===== src/hw/rtl/lrb_pkg.sv =====
// Shared types, constants and codes for the link retry backoff supervisor.
package lrb_pkg;

    localparam int LADDER_LEN = 4;
    localparam int LADDER_W   = (LADDER_LEN > 1) ? $clog2(LADDER_LEN) : 1;
    localparam int NUM_STEPS  = 4;
    localparam int STEP_W     = 12;
    localparam int TRY_W      = 4;
    localparam int CFG_IDX_W  = 3;

    localparam logic [TRY_W-1:0]  FAST_RETRY_RST = 4'd5;
    localparam logic [STEP_W-1:0] STEP0_RST      = 12'd30;
    localparam logic [STEP_W-1:0] STEP1_RST      = 12'd60;
    localparam logic [STEP_W-1:0] STEP2_RST      = 12'd120;
    localparam logic [STEP_W-1:0] STEP3_RST      = 12'd300;

    typedef enum logic [2:0] {
        REQ_CONNECT    = 3'd0,
        REQ_DISCONNECT = 3'd1,
        REQ_FORGET     = 3'd2,
        REQ_RADIO_UP   = 3'd3,
        REQ_LINK_LOST  = 3'd4,
        REQ_ADDR       = 3'd5,
        REQ_TICK       = 3'd6
    } req_t;

    typedef enum logic [2:0] {
        MODE_OFF        = 3'd0,
        MODE_CONNECTING = 3'd1,
        MODE_CONNECTED  = 3'd2,
        MODE_RETRYING   = 3'd3,
        MODE_FAILED     = 3'd4
    } mode_t;

    typedef enum logic [2:0] {
        ERR_NONE       = 3'd0,
        ERR_WRONG_PASS = 3'd1,
        ERR_NOT_FOUND  = 3'd2,
        ERR_LOST       = 3'd3,
        ERR_NO_SAVED   = 3'd4,
        ERR_RADIO      = 3'd5,
        ERR_START      = 3'd6
    } err_t;

    localparam logic [1:0] LOSS_AUTH      = 2'd1;
    localparam logic [1:0] LOSS_NOT_FOUND = 2'd2;

    typedef enum logic [CFG_IDX_W-1:0] {
        CFG_FAST_RETRY = 3'd0,
        CFG_STEP0      = 3'd1,
        CFG_STEP1      = 3'd2,
        CFG_STEP2      = 3'd3,
        CFG_STEP3      = 3'd4
    } cfg_idx_t;

    typedef struct packed {
        logic [2:0] req_type;
        logic       credentials_given;
        logic       radio_ok;
        logic [1:0] loss_reason;
    } item_t;

    typedef struct packed {
        logic [2:0]        link_state;
        logic [2:0]        error_code;
        logic              request_refused;
        logic              connect_cmd;
        logic              stop_cmd;
        logic [STEP_W-1:0] wait_left;
    } result_t;

    typedef struct packed {
        logic [TRY_W-1:0]                   fast_retry_limit;
        logic [NUM_STEPS-1:0][STEP_W-1:0]   backoff_step;
    } cfg_t;

endpackage


===== src/hw/rtl/lrb_if.sv =====
// Valid/ready channel interfaces for input items and result items.
interface lrb_item_if
    import lrb_pkg::*;
();
    logic  valid;
    logic  ready;
    item_t data;

    modport source (output valid, output data, input ready);
    modport sink   (input valid, input data, output ready);
endinterface

interface lrb_result_if
    import lrb_pkg::*;
();
    logic    valid;
    logic    ready;
    result_t data;

    modport source (output valid, output data, input ready);
    modport sink   (input valid, input data, output ready);
endinterface


===== src/hw/rtl/link_retry_backoff_supervisor.sv =====
// Link retry backoff supervisor: item register, core update, result register.
// An accepted event beat waits in the item register; its result is then held in the result register.
// Throughput: one event beat per cycle while results are taken; the state update is one short pass
// through the core between the item register and the result register.
// A held result stalls intake only once the item register is also full.
// Reset (rst_n, async low) sets mode off, clears errors, timer and flags,
// and loads the default retry limit and backoff ladder.
module link_retry_backoff_supervisor
    import lrb_pkg::*;
(
    input  logic                 clk,
    input  logic                 rst_n,
    input  logic                 cfg_wr_en,
    input  logic [CFG_IDX_W-1:0] cfg_index,
    input  logic [STEP_W-1:0]    cfg_data,
    lrb_item_if.sink             item,
    lrb_result_if.source         result
);

    cfg_t    cfg;
    item_t   item_reg;
    logic    item_valid_reg;
    result_t res_reg;
    result_t res_next;
    logic    res_valid_reg;
    logic    advance;

    lrb_cfg_regs u_cfg (
        .clk       (clk),
        .rst_n     (rst_n),
        .cfg_wr_en (cfg_wr_en),
        .cfg_index (cfg_index),
        .cfg_data  (cfg_data),
        .cfg       (cfg)
    );

    lrb_core u_core (
        .clk     (clk),
        .rst_n   (rst_n),
        .advance (advance),
        .item    (item_reg),
        .cfg     (cfg),
        .result  (res_next)
    );

    // move the held beat into the result slot when that slot frees up
    assign advance    = item_valid_reg && (!res_valid_reg || result.ready);
    assign item.ready = !item_valid_reg || advance;

    always_ff @(posedge clk or negedge rst_n)
    begin
        if (!rst_n)
        begin
            item_valid_reg <= 1'b0;
            res_valid_reg  <= 1'b0;
        end
        else
        begin
            if (item.ready)
                item_valid_reg <= item.valid;
            if (advance)
                res_valid_reg <= 1'b1;
            else if (result.ready)
                res_valid_reg <= 1'b0;
        end
    end

    always_ff @(posedge clk)
    begin
        if (item.ready && item.valid)
            item_reg <= item.data;
        if (advance)
            res_reg <= res_next;
    end

    assign result.valid = res_valid_reg;
    assign result.data  = res_reg;

endmodule


===== src/hw/rtl/lrb_cfg_regs.sv =====
// Configuration register file: retry limit and backoff ladder steps.
module lrb_cfg_regs
    import lrb_pkg::*;
(
    input  logic                 clk,
    input  logic                 rst_n,
    input  logic                 cfg_wr_en,
    input  logic [CFG_IDX_W-1:0] cfg_index,
    input  logic [STEP_W-1:0]    cfg_data,
    output cfg_t                 cfg
);

    cfg_t cfg_reg;

    always_ff @(posedge clk or negedge rst_n)
    begin
        if (!rst_n)
        begin
            cfg_reg.fast_retry_limit <= FAST_RETRY_RST;
            cfg_reg.backoff_step[0]  <= STEP0_RST;
            cfg_reg.backoff_step[1]  <= STEP1_RST;
            cfg_reg.backoff_step[2]  <= STEP2_RST;
            cfg_reg.backoff_step[3]  <= STEP3_RST;
        end
        else if (cfg_wr_en)
        begin
            unique case (cfg_index)
                CFG_FAST_RETRY: cfg_reg.fast_retry_limit <= cfg_data[TRY_W-1:0];
                CFG_STEP0:      cfg_reg.backoff_step[0]  <= cfg_data;
                CFG_STEP1:      cfg_reg.backoff_step[1]  <= cfg_data;
                CFG_STEP2:      cfg_reg.backoff_step[2]  <= cfg_data;
                CFG_STEP3:      cfg_reg.backoff_step[3]  <= cfg_data;
                default:        ;
            endcase
        end
    end

    assign cfg = cfg_reg;

endmodule


===== src/hw/rtl/lrb_core.sv =====
// Supervisor state and the single-pass update for one event beat.
module lrb_core
    import lrb_pkg::*;
(
    input  logic    clk,
    input  logic    rst_n,
    input  logic    advance,
    input  item_t   item,
    input  cfg_t    cfg,
    output result_t result
);

    mode_t              mode_reg, mode_next;
    err_t               err_reg, err_next;
    logic               want_reg, want_next;
    logic               ready_reg, ready_next;
    logic               saved_reg, saved_next;
    logic [TRY_W-1:0]   tries_reg, tries_next;
    logic [LADDER_W-1:0] ladder_reg, ladder_next;
    logic [STEP_W-1:0]  wait_reg, wait_next;

    always_comb
    begin
        logic        do_enter;
        mode_t       enter_mode;
        err_t        enter_err;
        logic [1:0]  slot;
        logic [STEP_W-1:0] secs;

        mode_next   = mode_reg;
        err_next    = err_reg;
        want_next   = want_reg;
        ready_next  = ready_reg;
        saved_next  = saved_reg;
        tries_next  = tries_reg;
        ladder_next = ladder_reg;
        wait_next   = wait_reg;
        do_enter    = 1'b0;
        enter_mode  = mode_reg;
        enter_err   = ERR_NONE;
        slot        = 2'd0;
        secs        = '0;

        result = '0;

        case (item.req_type)
            REQ_CONNECT:
            begin
                saved_next = saved_reg | item.credentials_given;
                if (!saved_next)
                    result.request_refused = 1'b1;
                else if (!item.radio_ok)
                begin
                    do_enter   = 1'b1;
                    enter_mode = MODE_FAILED;
                    enter_err  = ERR_START;
                end
                else
                begin
                    ready_next  = 1'b1;
                    tries_next  = '0;
                    ladder_next = '0;
                    want_next   = 1'b1;
                    do_enter    = 1'b1;
                    enter_mode  = MODE_CONNECTING;
                    result.connect_cmd = 1'b1;
                end
            end
            REQ_DISCONNECT:
            begin
                want_next = 1'b0;
                if (ready_reg)
                begin
                    tries_next      = cfg.fast_retry_limit;
                    result.stop_cmd = 1'b1;
                end
                do_enter   = 1'b1;
                enter_mode = MODE_OFF;
            end
            REQ_FORGET:
            begin
                want_next  = 1'b0;
                saved_next = 1'b0;
            end
            REQ_RADIO_UP:
                result.connect_cmd = want_reg;
            REQ_LINK_LOST:
            begin
                do_enter = 1'b1;
                if (item.loss_reason == LOSS_AUTH)
                begin
                    enter_mode = MODE_FAILED;
                    enter_err  = ERR_WRONG_PASS;
                end
                else if (!want_reg)
                    enter_mode = MODE_OFF;
                else if (tries_reg < cfg.fast_retry_limit)
                begin
                    tries_next = tries_reg + 1'b1;
                    enter_mode = MODE_CONNECTING;
                    result.connect_cmd = 1'b1;
                end
                else
                begin
                    enter_mode = MODE_RETRYING;
                    enter_err  = (item.loss_reason == LOSS_NOT_FOUND) ? ERR_NOT_FOUND
                                                                      : ERR_LOST;
                end
            end
            REQ_ADDR:
            begin
                tries_next  = '0;
                ladder_next = '0;
                do_enter    = 1'b1;
                enter_mode  = MODE_CONNECTED;
            end
            REQ_TICK:
            begin
                if (mode_reg == MODE_RETRYING && wait_reg != '0)
                begin
                    wait_next = wait_reg - 1'b1;
                    // expiry only reconnects when a link is still wanted
                    if (wait_next == '0 && want_reg && ready_reg)
                    begin
                        do_enter = 1'b1;
                        if (!saved_reg)
                        begin
                            enter_mode = MODE_FAILED;
                            enter_err  = ERR_NO_SAVED;
                        end
                        else
                        begin
                            tries_next = '0;
                            if (item.radio_ok)
                            begin
                                enter_mode = MODE_CONNECTING;
                                result.connect_cmd = 1'b1;
                            end
                            else
                            begin
                                enter_mode = MODE_FAILED;
                                enter_err  = ERR_RADIO;
                            end
                        end
                    end
                end
            end
            default: ;
        endcase

        if (do_enter)
        begin
            mode_next = enter_mode;
            if (enter_mode == MODE_CONNECTING || enter_mode == MODE_CONNECTED ||
                enter_mode == MODE_OFF)
                err_next = ERR_NONE;
            else
                err_next = enter_err;
            if (enter_mode != MODE_RETRYING)
                wait_next = '0;
            else
            begin
                // arm from the ladder; entries past the last step reuse it
                slot = (int'(ladder_next) >= NUM_STEPS - 1) ? 2'(NUM_STEPS - 1)
                                                            : 2'(ladder_next);
                secs = cfg.backoff_step[slot];
                wait_next = (secs == '0) ? STEP_W'(1) : secs;
                if (int'(ladder_next) + 1 < LADDER_LEN)
                    ladder_next = ladder_next + 1'b1;
            end
        end

        result.link_state = mode_next;
        result.error_code = err_next;
        result.wait_left  = wait_next;
    end

    always_ff @(posedge clk or negedge rst_n)
    begin
        if (!rst_n)
        begin
            mode_reg   <= MODE_OFF;
            err_reg    <= ERR_NONE;
            want_reg   <= 1'b0;
            ready_reg  <= 1'b0;
            saved_reg  <= 1'b0;
            tries_reg  <= '0;
            ladder_reg <= '0;
            wait_reg   <= '0;
        end
        else if (advance)
        begin
            mode_reg   <= mode_next;
            err_reg    <= err_next;
            want_reg   <= want_next;
            ready_reg  <= ready_next;
            saved_reg  <= saved_next;
            tries_reg  <= tries_next;
            ladder_reg <= ladder_next;
            wait_reg   <= wait_next;
        end
    end

    a_wait_only_retrying: assert property (@(posedge clk) disable iff (!rst_n)
        (wait_reg != '0) |-> (mode_reg == MODE_RETRYING))
        else $error("backoff wait running outside retrying");

    a_ladder_bound: assert property (@(posedge clk) disable iff (!rst_n)
        int'(ladder_reg) <= LADDER_LEN - 1)
        else $error("ladder index past last entry");

    a_arm_nonzero: assert property (@(posedge clk) disable iff (!rst_n)
        (advance && mode_reg != MODE_RETRYING && mode_next == MODE_RETRYING)
        |=> (wait_reg != '0))
        else $error("retrying entered with no wait armed");

endmodule

===== src/flat_wrapper.sv =====
// flat-port wrapper written by rule: the top's interface ports become plain ports
module link_retry_backoff_supervisor_flat import lrb_pkg::*;
  (clk, rst_n, cfg_wr_en, cfg_index, cfg_data, item_valid, item_data, item_ready, result_valid, result_data, result_ready);
  lrb_item_if item_i ();
  lrb_result_if result_i ();
  input  logic clk;
  input  logic rst_n;
  input  logic cfg_wr_en;
  input  logic [CFG_IDX_W-1:0] cfg_index;
  input  logic [STEP_W-1:0] cfg_data;
  input wire logic [$bits(item_i.valid)-1:0] item_valid;
  input wire logic [$bits(item_i.data)-1:0] item_data;
  output wire logic [$bits(item_i.ready)-1:0] item_ready;
  output wire logic [$bits(result_i.valid)-1:0] result_valid;
  output wire logic [$bits(result_i.data)-1:0] result_data;
  input wire logic [$bits(result_i.ready)-1:0] result_ready;
  assign item_i.valid = item_valid;
  assign item_i.data = item_data;
  assign item_ready = item_i.ready;
  assign result_valid = result_i.valid;
  assign result_data = result_i.data;
  assign result_i.ready = result_ready;
  link_retry_backoff_supervisor u_core (.clk(clk), .rst_n(rst_n), .cfg_wr_en(cfg_wr_en), .cfg_index(cfg_index), .cfg_data(cfg_data), .item(item_i), .result(result_i));
endmodule

===== config.mk =====
export PLATFORM = sky130hd
export DESIGN_NAME = link_retry_backoff_supervisor_flat
export DESIGN_NICKNAME = d
export VERILOG_FILES = /design/src/hw/rtl/lrb_pkg.sv /design/src/hw/rtl/lrb_if.sv /design/src/hw/rtl/link_retry_backoff_supervisor.sv /design/src/hw/rtl/lrb_cfg_regs.sv /design/src/hw/rtl/lrb_core.sv /design/src/flat_wrapper.sv
export SDC_FILE = /design/constraint.sdc
export NUM_CORES = 1
export LEC_CHECK = 0
export BUFFER_PORTS_ARGS = -buffer_cell sky130_fd_sc_hd__buf_2
export CAP_MARGIN = 20
export CORE_UTILIZATION = 55
export CTS_CLUSTER_DIAMETER = 30
export DETAILED_ROUTE_END_ITERATION = 16
export GPL_TIMING_DRIVEN = 0
export PLACE_DENSITY = 0.75
export RECOVER_POWER = 25
export SLEW_MARGIN = 40
export SYNTH_ARGS = -nofsm -noshare
export SYNTH_HDL_FRONTEND = slang
export SYNTH_SLANG_ARGS = --single-unit
export TNS_END_PERCENT = 50

===== constraint.sdc =====
create_clock -name clk -period 4.63 [get_ports clk]
set_clock_uncertainty 0.1 [all_clocks]
set_input_delay 1.1575 -clock clk [delete_from_list [all_inputs] [get_ports clk]]
set_output_delay 1.1575 -clock clk [all_outputs]
set_load 0.005 [all_outputs]

==> results.sh, run 1 <==
export IMPL_outcome="complete, but fails checks"
export IMPL_violations="capacitance limit, slew limit"
export IMPL_final_nets=636
export IMPL_viasPerCell=6.25
export IMPL_clock_latency_ns=0.38
export IMPL_wl_per_cell_um=18.6
export IMPL_dieArea_sq_um=11000
export IMPL_worst_pin_slew_ns=2.48
export IMPL_ctsResizeCount=0
export IMPL_crit_start="u_core.u_core.wait_reg[1]$_DFFE_PN0P_"
export IMPL_cts_tree="done"
export IMPL_largest_reg_flops=52
export IMPL_wl_um=13900
export IMPL_drcViolationCount=0
export IMPL_cts_root_buf="clkbuf_8"
export IMPL_static_leakage_power_uw=0.00259
export IMPL_hold_viol_final=0
export IMPL_wl_met2_um=6870
export IMPL_fp_dieW_um=105
export IMPL_required_ns=4.81
export IMPL_grt_pass1_vias=4622
export IMPL_reg2reg_slack_ns=1.0
export IMPL_async_flop_share=0.743
export IMPL_ys_seq_area_frac=0.496
export IMPL_syn_area_sq_um=5830
export IMPL_cp_end_kind="register"
export IMPL_synth_ff_latch_count=109
export IMPL_htreeDepth=3
export IMPL_setup_tns_ns=0
export IMPL_track_usage=0.268
export IMPL_crit_chain="buf_2 -> inv_1 -> ha_1 -> or4b_4 -> nor4_4 -> xnor2_1 -> nand4_1 -> nor4_1 -> o21a_1 -> mux2_2"
export IMPL_clkSinkCount=109
export IMPL_path_max_fanout=9
export IMPL_netlist_cell_type_count=71
export IMPL_r2r_start="u_core.u_core.wait_reg[1]$_DFFE_PN0P_"
export IMPL_holdBufCountCts=0
export IMPL_final_period_utilization=0.784
export IMPL_rsz0062_at_grt="no"
export IMPL_finalWeightedCongestion=0.920
export IMPL_vias=4652
export IMPL_dp_cells=728
export IMPL_syn_to_final_growth_pct=11.1
export IMPL_clk_pin_slew_ns=0.11
export IMPL_fmax_mhz=275
export IMPL_syn_num_nets=574
export IMPL_syn_inst=541
export IMPL_overflow=0
export IMPL_min_delay_start="u_core.item_valid_reg$_DFFE_PN0N_"
export IMPL_fin_crit_ns=3.63
export IMPL_ys_warn_count=0
export IMPL_min_delay_path_class="register to register"
export IMPL_ioPinCount=50
export IMPL_grt_max_degree=45
export IMPL_slowest_delay_ns=0.79
export IMPL_worst_setup_path_start_kind="register"
export IMPL_postCtsSetupBuffers=0
export IMPL_ys_flop_type="dfrtp_1"
export IMPL_routed_top_layer="met4"
export IMPL_syn_avg_cell_area_sq_um=10.8
export IMPL_antenna_found_initial=0
export IMPL_cp_slowest_cell="nor4_1"
export IMPL_initial_utilization=0.567
export IMPL_drive_gt1_frac=0.280
export IMPL_fillerInstances=868
export IMPL_num_rows=37
export IMPL_finalMaxSlewViolations=45
export IMPL_dr_pass1_iters=5
export IMPL_io_buffers=49
export IMPL_numCtsBuffers=9
export IMPL_grt_pass1_wl_um=23100
export IMPL_first_iter_violations=305
export IMPL_antenna_left=0
export IMPL_crit_type="register to register"
export IMPL_clock_path_buffers=2
export IMPL_diodes=0
export IMPL_fin_cells=744
export IMPL_critPathArrivalTime_ns=3.81
export IMPL_setup_violations=0
export IMPL_max_slew_margin=-0.650
export IMPL_synth_edf_count=28
export IMPL_ir_drop_uv=238
export IMPL_drv_cap=1
export IMPL_core_sq_um=10300
export IMPL_die_h_um=105
export IMPL_met3_length_um=852
export IMPL_powerDensity_nw_per_um2=413
export IMPL_post_dp_hpwl_um=10100
export IMPL_wl_met1_um=5870
routing by layer:
layer  up-vias  track usage
met1      2303        0.347
li1       2137            -
met2       187        0.456
met5         -            0
met4         0       0.0795
met3        25       0.0499
worst max-delay path, delay by kind of cell (launching register included):
kind                     cells  cell delay [ns]
adder cells (fa/ha/maj)      1             0.24
XOR/XNOR                     1             0.22
AND/OR/NAND/NOR              4             1.79
AO/OA/AOI/OAI                1             0.23
buffers and inverters        2             0.26
flip-flops                   1             0.37
multiplexers                 1             0.33
logic make-up after synthesis:
kind of cell	count (synthesis)	share of synthesized area
and+or+nand+nor	186	0.173
DFF	109	0.496
adders and majority gates	6	0.0129
muxes	55	0.106
buffers and inverters	44	0.0346
AOI/OAI and AO/OA	130	0.161
xor gates and xnor gates	11	0.0165
path summary, 6_finish.rpt:
path | end | depth (start not counted)
min in group asynchronous | u_core.u_core.err_reg[2]$_DFFE_PN0P_ | 1
max reg2reg | u_core.u_core.tries_reg[1]$_DFFE_PN0P_ | 10
min | u_core.result.valid$_DFFE_PN0P_ | 1
min reg2reg | u_core.result.valid$_DFFE_PN0P_ | 1
max | u_core.u_core.tries_reg[1]$_DFFE_PN0P_ | 10
max in group asynchronous | u_core.u_core.tries_reg[2]$_DFFE_PN0P_ | 2
stage by stage:
step | util | setup slack (ns) | hold slack (ns) | power (uW) | instance area (sq um)
final | 0.630 | 0.999 | 0.405 | 2670 | 6470
after global placement | 0.607 | 0.918 | 0.372 | 2050 | 6240
after floorplan | - | 1.59 | 0.356 | 1860 | 5830
after detailed placement | 0.613 | 1.10 | 0.381 | 2110 | 6300
after CTS | 0.632 | 1.09 | 0.410 | 2670 | 6500
after global routing | 0.630 | 0.476 | 0.437 | 2810 | 6470
synthesized netlist by cell type (7+ instances only):
| master | instances | share of area |
|---|---|---|
| nand3_1 | 12 | 0.010 |
| mux2_2 | 54 | 0.10 |
| dfstp_2 | 18 | 0.081 |
| o21ai_2 | 10 | 0.015 |
| dfrtp_1 | 63 | 0.27 |
| nor2_1 | 29 | 0.019 |
| edfxtp_1 | 28 | 0.14 |
| a2111oi_0 | 7 | 0.011 |
| o211ai_1 | 9 | 0.012 |
| a21oi_1 | 27 | 0.023 |
| inv_1 | 12 | 0.0077 |
| nand2_1 | 47 | 0.030 |
| nor4_1 | 8 | 0.0086 |
| nor2b_1 | 13 | 0.014 |
| o21ai_0 | 13 | 0.011 |
| or3_1 | 8 | 0.0086 |
| nor3_1 | 20 | 0.017 |
| nand2b_1 | 11 | 0.012 |
| a21o_1 | 7 | 0.0090 |
| clkbuf_1 | 21 | 0.014 |
layout by cell type (no fill, tap or decap), types with 4 or more instances in the layout:
master / instances
o22ai_1: 4
o21ai_2: 10
nand3_1: 12
dfrtp_1: 63
a22o_1: 4
and2_1: 6
nor2_1: 29
nor4_1: 8
a2bb2oi_1: 4
or2_2: 4
clkbuf_8: 10
o31ai_1: 4
o21ai_0: 13
and3_1: 4
edfxtp_1: 28
clkbuf_1: 21
o211ai_1: 9
a31oi_1: 4
dfstp_2: 18
xor2_1: 6
a21oi_1: 27
nor3_1: 20
inv_1: 12
buf_2: 52
o21a_1: 5
xnor2_1: 5
mux2_2: 54
nor2b_1: 13
o2bb2ai_1: 4
nand2b_1: 11
nand2_1: 47
a2111oi_0: 7
ha_1: 6
or3_1: 8
a21o_1: 7
where the power goes:
group / leakage [uW] / total (uW) / internal [uW] / switching (uW)
sequential: 0.00124 / 1360 / 1210 / 147
combinational: 0.00125 / 743 / 327 / 417
clock: 0.000102 / 572 / 224 / 348
total: 0.00259 / 2670 / 1760 / 912
final cells by class:
class | count | area, sq um | area share
Tap cell | 136 | 170 | 0.0263
Clock inverter | 6 | 60.1 | 0.00928
Clock buffer | 10 | 138 | 0.0213
Buffer | 31 | 154 | 0.0238
Multi-Input combinational cell | 388 | 2740 | 0.423
Sequential cell | 109 | 2890 | 0.446
Inverter | 13 | 48.8 | 0.00754
Timing Repair Buffer | 51 | 277 | 0.0427
Power figures use the tool's default switching activity.
==> run 2: changes to the inputs <==
--- a/config.mk
+++ b/config.mk
@@ -7,11 +7,11 @@
 export LEC_CHECK = 0
 export BUFFER_PORTS_ARGS = -buffer_cell sky130_fd_sc_hd__buf_2
 export CAP_MARGIN = 20
-export CORE_UTILIZATION = 55
+export CORE_UTILIZATION = 54
 export CTS_CLUSTER_DIAMETER = 30
 export DETAILED_ROUTE_END_ITERATION = 16
 export GPL_TIMING_DRIVEN = 0
-export PLACE_DENSITY = 0.75
+export PLACE_DENSITY = 0.77
 export RECOVER_POWER = 25
 export SLEW_MARGIN = 40
 export SYNTH_ARGS = -nofsm -noshare
==> constraint.sdc (replaced) <==
create_clock -name clk -period 3.2 [get_ports clk]
set_clock_uncertainty 0.1 [all_clocks]
set_input_delay 0.8 -clock clk [delete_from_list [all_inputs] [get_ports clk]]
set_output_delay 0.8 -clock clk [all_outputs]
set_load 0.005 [all_outputs]
==> run 2 against run 1 <==
Compared with the run above:
- the flow now finishes without violations
- final cell count increased by 0.81%
- non-clock buffer count increased by 6
- clock power increased by 51%
- fmax increased by 16%
- hold slack improved by 0.0034 ns
- setup slack got worse by 0.92 ns
- count of clock-buffer cells in the layout increased by 4
- combinational power increased by 49%
- cell area increased by 2.2%
- via count decreased by 0.32%
- sequential power increased by 44%
- critical endpoint is now u_core.result.data[20]$_DFFE_PP_
- highest routed layer unchanged
==> results.sh, run 2 (synthesized netlist as in run 1, its figures left out) <==
export IMPL_crit_chain="buf_2 -> inv_1 -> ha_4 -> or4b_4 -> nor4_4 -> xnor2_2 -> nand4_1 -> buf_4 -> nor4_2 -> a2bb2oi_2 -> o22a_1"
export IMPL_ir_drop_uv=382
export IMPL_viasPerCell=6.18
export IMPL_wl_per_cell_um=18.5
export IMPL_worst_pin_slew_ns=1.45
export IMPL_cp_end_kind="register"
export IMPL_worst_setup_path_start_kind="register"
export IMPL_final_cell_mix="dfrtp_1 (62), mux2_2 (54), buf_2 (52), nand2_1 (47), nor2_1 (29)"
export IMPL_antenna_left=0
export IMPL_outcome="complete, no violations"
export IMPL_cp_slowest_cell="or4b_4"
export IMPL_required_ns=3.36
export IMPL_critPathBufInv=3
export IMPL_post_dp_hpwl_um=9650
export IMPL_static_leakage_power_uw=0.00264
export IMPL_vias=4637
export IMPL_mostFrequentLayoutCell="dfrtp_1"
export IMPL_powerDensity_nw_per_um2=595
export IMPL_setup_violations=0
export IMPL_final_period_utilization=0.975
export IMPL_wl_met1_um=6070
export IMPL_met3_length_um=721
export IMPL_slowest_delay_ns=0.49
export IMPL_core_sq_um=10400
export IMPL_cts_root_buf="clkbuf_8"
export IMPL_fin_cells=750
export IMPL_num_rows=37
export IMPL_grt_pass1_wl_um=22600
export IMPL_fmax_mhz=320
export IMPL_dr_pass1_iters=4
export IMPL_first_iter_violations=269
export IMPL_multiInputGateArea_sq_um=2800
export IMPL_antenna_found_initial=0
export IMPL_clk_pin_slew_ns=0.10
export IMPL_final_nets=642
export IMPL_setup_slack_ns=0.0795
export IMPL_path_max_fanout=9
export IMPL_overflow=0
export IMPL_fin_crit_ns=3.12
export IMPL_drive_gt1_frac=0.300
export IMPL_fillerInstances=859
export IMPL_drv_cap=0
export IMPL_fp_dieW_um=106
export IMPL_io_buffers=49
export IMPL_initial_utilization=0.560
export IMPL_dieArea_sq_um=11200
export IMPL_finalMaxSlewViolations=0
export IMPL_critPathArrivalTime_ns=3.28
export IMPL_ff_latch_area_sq_um=2890
export IMPL_max_slew_margin=0.0360
export IMPL_htreeDepth=3
export IMPL_drcViolationCount=0
export IMPL_grt_pass1_vias=4515
export IMPL_finalWeightedCongestion=0.903
export IMPL_crit_family="simple AND/OR/NAND/NOR gates"
export IMPL_min_delay_path_class="register to register"
export IMPL_numCtsBuffers=9
export IMPL_routed_top_layer="met4"
export IMPL_hold_viol_final=0
export IMPL_ioPinCount=50
export IMPL_crit_type="register to register"
export IMPL_syn_to_final_growth_pct=13.5
export IMPL_track_usage=0.261
export IMPL_diodes=0
export IMPL_pre_cts_ws_ns=-0.328
export IMPL_stdcell_area_sq_um=6620
export IMPL_placed_area_sq_um=6310
export IMPL_largest_reg_flops=52
export IMPL_wl_um=13900
export IMPL_die_h_um=106
export IMPL_cts_tree="done"
export IMPL_p_total_uw=3940
export IMPL_wl_met2_um=6770
export IMPL_clock_latency_ns=0.39
export IMPL_clock_path_buffers=2
export IMPL_clkSinkCount=109
export IMPL_grt_max_degree=61
export IMPL_dp_cells=728
## run 2: worst register-to-register path, cell delays in order, from the launching register on
cell and delay, ns:
dfrtp_1 0.37, buf_2 0.17, inv_1 0.12, ha_4 0.17, or4b_4 0.49, nor4_4 0.24
xnor2_2 0.17, nand4_1 0.22, buf_4 0.22, nor4_2 0.30, a2bb2oi_2 0.24, o22a_1 0.17
## run 2: path summary, 6_finish.rpt
path / endpoint / slack [ns] / startpoint / cells after the start
hold / removal: u_core.result.valid$_DFFE_PN0P_ / 0.41 / u_core.item_valid_reg$_DFFE_PN0N_ / 1
hold reg to reg: u_core.result.valid$_DFFE_PN0P_ / 0.41 / u_core.item_valid_reg$_DFFE_PN0N_ / 1
setup / recovery: u_core.result.data[20]$_DFFE_PP_ / 0.08 / u_core.u_core.wait_reg[1]$_DFFE_PN0P_ / 11
setup reg to reg: u_core.result.data[20]$_DFFE_PP_ / 0.08 / u_core.u_core.wait_reg[1]$_DFFE_PN0P_ / 11
min in group asynchronous: u_core.u_core.wait_reg[9]$_DFFE_PN0P_ / 0.63 / rst_n / 1
max in group asynchronous: u_core.u_cfg.cfg[16]$_DFFE_PN1P_ / 1.38 / rst_n / 2
## run 2: area by class of cell
class                   instances  area share
multi-input cells             388       0.423
clock inverters                 2     0.00170
plain buffers                  31      0.0233
well taps                     136      0.0257
repair buffers                 57      0.0520
inverters                      13     0.00738
flip-flops and latches        109       0.437
clock buffers                  14      0.0295
## run 2: what timing repair did
| action | in CTS | in global routing |
|---|---|---|
| resized for setup | 5 | 6 |
| pin swaps | 6 | 4 |
| buffers inserted | 5 | 1 |
| hold endpoints to repair | 0 | 0 |
| hold buffers | 0 | 0 |
| endpoints found under the setup margin | 24 | 23 |
## run 2: where the power goes
group | switching [uW] | internal, uW
Clock | 466 | 400
Combinational | 619 | 490
Sequential | 213 | 1750
## run 2: stage by stage
stage / utilization / hold slack [ns] / TNS (ns)
after global routing: 0.635 / 0.420 / -0.0255
after global placement: 0.599 / 0.372 / -6.06
after detailed placement: 0.605 / 0.381 / -3.42
final: 0.635 / 0.408 / 0
after CTS: 0.632 / 0.153 / 0
after floorplan: - / 0.356 / 0
## run 2: layer usage
metal  vias to the layer above  GRT usage
met1                      2297      0.351
met3                        28     0.0478
li1                       2154          -
met2                       158      0.417
met5                         -          0
met4                         0      0.111
==> run 3: changes to the inputs <==
--- a/config.mk
+++ b/config.mk
@@ -7,11 +7,12 @@
 export LEC_CHECK = 0
 export BUFFER_PORTS_ARGS = -buffer_cell sky130_fd_sc_hd__buf_2
 export CAP_MARGIN = 20
-export CORE_UTILIZATION = 54
+export CORE_UTILIZATION = 55
+export CTS_BUF_LIST = sky130_fd_sc_hd__clkbuf_2
 export CTS_CLUSTER_DIAMETER = 30
 export DETAILED_ROUTE_END_ITERATION = 16
 export GPL_TIMING_DRIVEN = 0
-export PLACE_DENSITY = 0.77
+export PLACE_DENSITY_LB_ADDON = 0.2
 export RECOVER_POWER = 25
 export SLEW_MARGIN = 40
 export SYNTH_ARGS = -nofsm -noshare
==> run 3 against run 2 <==
Compared with the run above:
- largest cell class unchanged
- first-iteration DRC count shrank 4.5%
- fmax grew 1.1%
- power decreased by 8.1%
- hold slack worse by 0.20 ns
- non-clock buffer count is 2 higher
- utilization is 0.27 points lower
- final cell count grew 0.13%
- cell area shrank 1.8%
- register-to-register slack gained 0.03 ns
- the flow now finishes with violations (capacitance limit, slew limit)
==> results.sh, run 3 (synthesized netlist as in run 1, its figures left out) <==
export IMPL_hold_viol_final=0
export IMPL_switching_share=0.354
export IMPL_largest_reg_flops=52
export IMPL_p_int_uw=2340
export IMPL_critPathArrivalTime_ns=3.53
export IMPL_first_iter_violations=257
export IMPL_cts_root_buf="clkbuf_2"
export IMPL_diodes=0
export IMPL_crit_family="simple AND/OR/NAND/NOR gates"
export IMPL_timing_hold_ws_ns=0.212
export IMPL_drcViolationCount=0
export IMPL_antenna_found_initial=0
export IMPL_crit_type="register to register"
export IMPL_path_max_fanout=9
export IMPL_dieArea_sq_um=11000
export IMPL_required_ns=3.64
export IMPL_crit_top_cell="nor4_4"
export IMPL_clock_latency_ns=0.65
export IMPL_final_nets=644
export IMPL_slowest_delay_ns=0.49
export IMPL_viasPerCell=6.04
export IMPL_outcome="complete, but fails checks"
export IMPL_max_slew_margin=-0.328
export IMPL_clkSinkCount=109
export IMPL_overflow=0
export IMPL_antenna_left=0
export IMPL_critPathBufInv=2
export IMPL_static_leakage_power_uw=0.00261
export IMPL_io_buffers=49
export IMPL_final_cell_mix="dfrtp_1 (62), mux2_2 (54), buf_2 (51), nand2_1 (47), nor2_1 (29)"
export IMPL_die_h_um=105
export IMPL_finalWeightedCongestion=0.909
export IMPL_clk_pin_slew_ns=0.28
export IMPL_grt_pass1_wl_um=22900
export IMPL_core_sq_um=10300
export IMPL_p_comb_frac=0.307
export IMPL_grt_pass1_vias=4441
export IMPL_cts_tree="done"
export IMPL_drive_gt1_frac=0.302
export IMPL_worst_pin_slew_ns=1.99
export IMPL_cp_end_kind="register"
export IMPL_violations="capacitance limit, slew limit"
export IMPL_grt_max_degree=43
export IMPL_fmax_mhz=324
export IMPL_min_delay_path_class="input pin to register"
export IMPL_setup_violations=0
export IMPL_clock_path_buffers=2
export IMPL_worst_setup_path_start_kind="register"
export IMPL_mostFrequentLayoutCell="dfrtp_1"
export IMPL_fin_util=0.632
export IMPL_seqPwrFrac=0.539
export IMPL_post_dp_hpwl_um=9850
export IMPL_drv_cap=1
export IMPL_final_period_utilization=0.965
export IMPL_track_usage=0.268
export IMPL_crit_chain="buf_2 -> inv_2 -> ha_4 -> or4b_4 -> nor4_4 -> xnor2_2 -> nand4_1 -> nor4_4 -> o21a_1 -> mux2_2"
export IMPL_syn_to_final_growth_pct=11.5
export IMPL_htreeDepth=3
export IMPL_fp_dieW_um=105
export IMPL_initial_utilization=0.567
export IMPL_dr_pass1_iters=6
export IMPL_finalMaxSlewViolations=42
export IMPL_wl_per_cell_um=18.4
export IMPL_num_rows=37
export IMPL_pwr_share_clk=0.153
export IMPL_ioPinCount=50
export IMPL_wl_um=13800
export IMPL_cp_slowest_cell="or4b_4"
export IMPL_powerDensity_nw_per_um2=557
export IMPL_power_switching_uw=1280
export IMPL_ir_drop_uv=367
export IMPL_vias=4533
export IMPL_numCtsBuffers=9
export IMPL_reg2reg_slack_ns=0.11
export IMPL_fin_crit_ns=3.09
export IMPL_rsz0062_at_grt="no"
[run 3: final timing paths]
| kind | startpoint | to | cells after the start |
|---|---|---|---|
| max | u_core.u_core.wait_reg[1]$_DFFE_PN0P_ | u_core.u_core.tries_reg[1]$_DFFE_PN0P_ | 10 |
| max reg2reg | u_core.u_core.wait_reg[1]$_DFFE_PN0P_ | u_core.u_core.tries_reg[1]$_DFFE_PN0P_ | 10 |
| min | item_data[4] | u_core.item_reg[4]$_DFFE_PP_ | 1 |
| max in group asynchronous | rst_n | u_core.u_core.wait_reg[0]$_DFFE_PN0P_ | 2 |
| min in group asynchronous | rst_n | u_core.u_core.wait_reg[7]$_DFFE_PN0P_ | 2 |
| min reg2reg | u_core.u_cfg.cfg[25]$_DFFE_PN0P_ | u_core.u_cfg.cfg[25]$_DFFE_PN0P_ | 1 |
[run 3: power groups by stage]
| stage | Clock (uW) | Sequential [uW] | Combinational [uW] |
|---|---|---|---|
| 2_1_floorplan | 0 | 1930 | 771 |
| 3_5_place_dp | 0 | 1980 | 1060 |
| 5_1_grt | 622 | 1990 | 1220 |
| 6_report | 556 | 1950 | 1110 |
| 4_1_cts | 570 | 1950 | 1100 |
| 3_3_place_gp | 0 | 1970 | 1010 |
[run 3: stage by stage]
step | power [uW] | TNS, ns | instances | area (sq um) | setup WS [ns]
2_1_floorplan | 2700 | 0 | 541 | 5830 | 0.159
3_3_place_gp | 2980 | -4.81 | 726 | 6240 | -0.264
3_5_place_dp | 3040 | -4.15 | 728 | 6300 | -0.437
4_1_cts | 3620 | 0 | 751 | 6480 | 0.0126
5_1_grt | 3830 | 0 | 751 | 6500 | 0.000576
6_report | 3620 | 0 | 751 | 6500 | 0.112
[run 3: layout make-up]
class / instances / area, sq um
buffer: 31 / 156
clock buffer: 9 / 45.0
clock inverter: 6 / 37.5
fill: 886 / 3780
inverter: 13 / 48.8
multi-input combinational: 388 / 2790
sequential: 109 / 2890
tap: 136 / 170
timing repair buffer: 59 / 358
[run 3: what timing repair did]
item,4_1_cts,5_1_grt
endpoints found under the setup margin,25,24
pin swaps,6,6
buffers inserted,7,0
hold buffers,1,0
hold endpoints to repair,36,0
resized for setup,7,6
[run 3: worst reg2reg max path, delay by kind of cell (launching register included)]
| family | cells | cell delay [ns] |
|---|---|---|
| buffers and inverters | 2 | 0.26 |
| xor gates and xnor gates | 1 | 0.17 |
| and+or+nand+nor | 4 | 1.36 |
| DFF | 1 | 0.42 |
| adders and majority gates | 1 | 0.15 |
| AOI/OAI and AO/OA | 1 | 0.19 |
| muxes | 1 | 0.33 |
[run 3: routing by layer]
layer	global-route usage	wire (um)	share of wire	up-vias
met5	0	0	0	-
met4	0.0644	154	0.011	0
met3	0.0561	782	0.057	10
met2	0.439	6670	0.48	143
met1	0.366	6230	0.45	2228
li1	-	-	-	2152
